<file path="config.mk">
export PLATFORM = sky130hd
export DESIGN_NAME = b3lp_ofifo
export DESIGN_NICKNAME = d
export VERILOG_FILES = /design/src/sv/b3lp_pkg.sv /design/src/sv/b3lp_ofifo.sv
export SDC_FILE = /design/constraint.sdc
export NUM_CORES = 1
export LEC_CHECK = 0
export ABC_AREA = 0
export BUFFER_PORTS_ARGS = -buffer_cell sky130_fd_sc_hd__buf_2
export CELL_PAD_IN_SITES_DETAIL_PLACEMENT = 0
export CELL_PAD_IN_SITES_GLOBAL_PLACEMENT = 1
export CORE_MARGIN = 2
export CORE_UTILIZATION = 51
export DETAILED_ROUTE_END_ITERATION = 12
export GPL_TIMING_DRIVEN = 0
export PLACE_DENSITY_LB_ADDON = 0.1
export SKIP_CTS_REPAIR_TIMING = 1
export SYNTH_ARGS = -nofsm -noshare
export SYNTH_HDL_FRONTEND = slang
export SYNTH_SLANG_ARGS = --single-unit
</file>
<file path="constraint.sdc">
create_clock -name aclk -period 2.29 [get_ports aclk]
set_input_delay 0.229 -clock aclk [delete_from_list [all_inputs] [get_ports aclk]]
set_output_delay 0.229 -clock aclk [all_outputs]
set_load 0.1 [all_outputs]
</file>
<file path="src/sv/b3lp_pkg.sv">
// ----------------------------------------------------------------------------
// b3lp_pkg
// Shared types, register indexes and the 1-2-1 tap for the lowpass core.
// ----------------------------------------------------------------------------
package b3lp_pkg;

    // configuration register indexes
    localparam logic [1:0] CFG_FRAME_WIDTH  = 2'd0;
    localparam logic [1:0] CFG_FRAME_HEIGHT = 2'd1;
    localparam logic [1:0] CFG_DOWNSAMPLE   = 2'd2;

    localparam logic [12:0] RESET_WIDTH  = 13'd640;
    localparam logic [12:0] RESET_HEIGHT = 13'd480;

    // request kind
    localparam logic MODE_PIXEL = 1'b0;
    localparam logic MODE_FLUSH = 1'b1;

    // output queue
    localparam int OFIFO_DEPTH = 8;
    localparam int OFIFO_PTR_W = 3;
    localparam int OFIFO_CNT_W = 4;

    typedef struct packed {
        logic [7:0] pixel;
        logic       row_end;
        logic       frame_end;
    } result_t;

    // results produced by one request, first in r0
    typedef struct packed {
        logic [1:0] cnt;
        result_t    r0;
        result_t    r1;
    } push_t;

    // (a + 2b + c + 2) >> 2
    function automatic logic [7:0] tap121(input logic [7:0] a, input logic [7:0] b,
                                          input logic [7:0] c);
        logic [9:0] s;
        s = {2'b00, a} + {1'b0, b, 1'b0} + {2'b00, c} + 10'd2;
        return s[9:2];
    endfunction

endpackage

</file>
<file path="src/sv/b3lp_ofifo.sv">
// ----------------------------------------------------------------------------
// b3lp_ofifo
// Small result queue: up to two pushes and one pop per cycle.
// ----------------------------------------------------------------------------
module b3lp_ofifo (
    input  logic                               aclk,
    input  logic                               aresetn,
    input  b3lp_pkg::push_t                    push,
    input  logic                               pop,
    output b3lp_pkg::result_t                  head,
    output logic [b3lp_pkg::OFIFO_CNT_W-1:0]   count
);
    import b3lp_pkg::*;

    result_t                fifo [OFIFO_DEPTH];
    logic [OFIFO_PTR_W-1:0] wr_reg, wr_next;
    logic [OFIFO_PTR_W-1:0] rd_reg, rd_next;
    logic [OFIFO_CNT_W-1:0] cnt_reg, cnt_next;
    logic [OFIFO_PTR_W-1:0] wr_plus1;

    assign wr_plus1 = wr_reg + OFIFO_PTR_W'(1);

    always_comb begin
        wr_next  = wr_reg + OFIFO_PTR_W'(push.cnt);
        rd_next  = rd_reg + OFIFO_PTR_W'(pop);
        cnt_next = cnt_reg + OFIFO_CNT_W'(push.cnt) - OFIFO_CNT_W'(pop);
    end

    always_ff @(posedge aclk) begin
        if (!aresetn) begin
            wr_reg  <= '0;
            rd_reg  <= '0;
            cnt_reg <= '0;
        end else begin
            wr_reg  <= wr_next;
            rd_reg  <= rd_next;
            cnt_reg <= cnt_next;
        end
    end

    always_ff @(posedge aclk) begin
        if (push.cnt != 2'd0) begin
            fifo[wr_reg] <= push.r0;
        end
        if (push.cnt == 2'd2) begin
            fifo[wr_plus1] <= push.r1;
        end
    end

    assign head  = fifo[rd_reg];
    assign count = cnt_reg;

endmodule

</file>
==> flow_summary_export.csv <==
group,metric,value,unit
logic_synthesis,synth-seq-area-share,56.3,%
setup_path,critPathCaptureType,"register",
layout,nets,371,
job,drv_cap,0,
layout,drive_gt1_share,58.2,%
global_route,grtUsageTotal,22.3,%
layout,diodes,0,
drt,ant_nets,0,
timing,fin_skew,0.00646,ns
logic_synthesis,netlist_instances,280,
timing,worst_pin_slew,0.811,ns
drt,wire_per_inst,23.1,um
layout,layout.cells.most_common,"mux2_2",
timing,setup_ws,-0.0472,ns
setup_path,crit_type,"reg2reg",
global_route,grt_max_degree,16,
outcome,violations,"setup timing",
layout,largest_reg_flops,80,
timing,fmax,428,MHz
logic_synthesis,ys_warn_count,0,
clocking,root_buffer,"clkbuf_8",
clocking,cts_buffers,9,
floorplanning,ios,39,
setup_path,r2r_start,"wr_reg[0]",
floorplanning,fp-row-count,34,
setup_path,r2r-end,"fifo[6][3]",
clocking,cts_tree,"built",
min_path,holdPathEnd,"wr_reg[0]",
min_path,hold_start,"aresetn",
timing,hold_violations,0,
timing,slew_viol_final,0,
placement,port_buffers,38,
logic_synthesis,ys_seq_elements,90,
clocking,cts.sinks,90,
timing,whs,0.145,ns
drt,dr.pass1.iters,4,
logic_synthesis,yosysUniqueCellTypes,29,
logic_synthesis,mappedNetlistNets,316,
clocking,clock_latency,0.36,ns
setup_path,path_max_fanout,10,
pwr,peakVddDrop,0.749,mV
floorplanning,die_area,0.00984,mm2
min_path,hp-class,"in2reg",
global_route,grt_pass1_wl,15500,um
logic_synthesis,avgSynthCellArea,16.5,um2
pwr,leakage,1.88,nW
drt,via_count,2609,
floorplanning,die_x,99.2,um
layout,top_register,"fifo",
setup_path,r2r_slack,-0.05,ns
layout,final_cell_mix,"mux2_2 (90), edfxtp_1 (80), buf_2 (32)",
drt,drt_wl_total,10300,um
clocking,htree_levels,3,
clocking,clkSlewWorstSetupHoldPaths,0.09,ns
drt,drtIter0Drc,165,
drt,viasPerCell,5.82,
timing,fin_crit,2.34,ns
outcome,status,"complete, but fails checks",
setup_path,r2r_cells,4,
placement,hpwlAfterDp,6500,um
setup_path,required,2.40,ns
placement,gp_congestion,0.790,
global_route,grt_pass1_vias,2573,
placement,pre_cts_ws,-0.301,ns
timing,rsz0062_at_grt,"true",
global_route,antenna_found_initial,0,
min_path,hold_depth,2,
setup_path,cp_data_arrival_time,2.44,ns
timing,setup_violations,10,
setup_path,start_kind,"register",
logic_synthesis,syn-cell-area,0.00462,mm2
floorplanning,die_h,99.2,um
clocking,clockBufferDepth,2,
global_route,grt_overflow_total,0,
pwr,powerDensity,853,mW/mm2
floorplanning,coreArea,0.00876,mm2
timing,finalCritPeriodShare,102,%
layout,areaGrowthSynthToFinish,15.2,%
timing,relSlewSlack,45.9,%
floorplanning,initial_utilization,52.8,%
drt,drc_errors,0,
==> where the power goes <==
part / internal, mW / total (mW) / switching, mW
Clock: 0.613 / 1.19 / 0.573
Combinational: 0.436 / 1.33 / 0.895
Sequential: 1.97 / 2.02 / 0.0518
Total: 3.02 / 4.54 / 1.52
==> metal layers <==
| layer | vias to the layer above | track usage [%] | share of wire, % |
|---|---|---|---|
| met4 | 0 | 7.06 | 1.1 |
| met1 | 1307 | 33.9 | 47 |
| met5 | - | 0 | 0 |
| met2 | 72 | 33.1 | 46 |
| li1 | 1218 | - | - |
| met3 | 12 | 3.87 | 5.6 |
==> synth_stat cells <==
library cell / number / share of area (%)
nor2_1: 5 / 0.41
mux4_2: 20 / 9.7
xor2_1: 3 / 0.57
nand4b_1: 1 / 0.19
mux2_2: 90 / 22
inv_1: 12 / 0.97
o21ai_0: 5 / 0.54
nand3_1: 2 / 0.22
ha_1: 9 / 2.4
dfxtp_1: 10 / 4.3
xnor2_2: 1 / 0.35
nor3b_1: 1 / 0.16
fa_1: 2 / 0.87
buf_2: 4 / 0.43
and4bb_2: 2 / 0.54
nand2b_1: 1 / 0.14
a21oi_1: 2 / 0.22
nand2_1: 8 / 0.65
xor2_2: 1 / 0.35
o22ai_1: 2 / 0.27
buf_1: 3 / 0.24
buf_4: 5 / 0.81
o31ai_1: 2 / 0.32
o21bai_1: 1 / 0.16
and2_1: 4 / 0.54
nor4b_1: 1 / 0.19
xnor2_1: 1 / 0.19
edfxtp_1: 80 / 52
nor2_2: 2 / 0.27
==> worst max-delay path, cell delays in order, from the launching register on <==
cell      delay, ns
dfxtp_2        0.37
ha_1           0.34
nand4b_1       0.26
nor2_2         0.70
mux2_2         0.42
==> cells by family after synthesis <==
| family | after synthesis | share of synthesized area (%) |
|---|---|---|
| AND/OR/NAND/NOR | 27 | 3.30 |
| adder cells (fa/ha/maj) | 11 | 3.30 |
| flip-flops | 90 | 56.3 |
| buffers and inverters | 24 | 2.46 |
| multiplexers | 110 | 31.7 |
| AO/OA/AOI/OAI | 12 | 1.52 |
| XOR/XNOR | 6 | 1.46 |
==> metrics by stage <==
stage / cells / power, mW / cell area (um2) / utilization [%] / TNS, ns
after global placement: 426 / 3.30 / 4950 / 56.5 / -31.32
after floorplan: 280 / 3.04 / 4620 / - / 0
after CTS: 448 / 4.52 / 5240 / 59.8 / -10.85
final: 448 / 4.54 / 5330 / 60.8 / -0.333
after detailed placement: 432 / 3.35 / 5020 / 57.3 / -7.13
after global routing: 448 / 4.71 / 5330 / 60.8 / -2.12
==> worst max-delay path by stage <==
| stage | depth (start not counted) | start | endpoint |
|---|---|---|---|
| floorplan | 8 | count[0] | count[2] |
| global placement | 2 | wr_reg[0] | fifo[1][0] |
| detailed placement | 6 | wr_reg[1] | fifo[5][4] |
| CTS | 4 | rd_reg[2] | head[1] |
| global route | 4 | wr_reg[1] | fifo[6][5] |
| finish | 4 | wr_reg[0] | fifo[6][3] |
==> area by class of cell <==
class,count,area (um2)
flip-flops and latches,90,2610
clock buffers,9,124
well taps,108,135
fillers,673,3440
inverters,12,45.0
repair buffers,44,279
clock inverters,7,92.6
plain buffers,12,92.6
multi-input cells,166,1950
(Power assumes the default switching activity.)
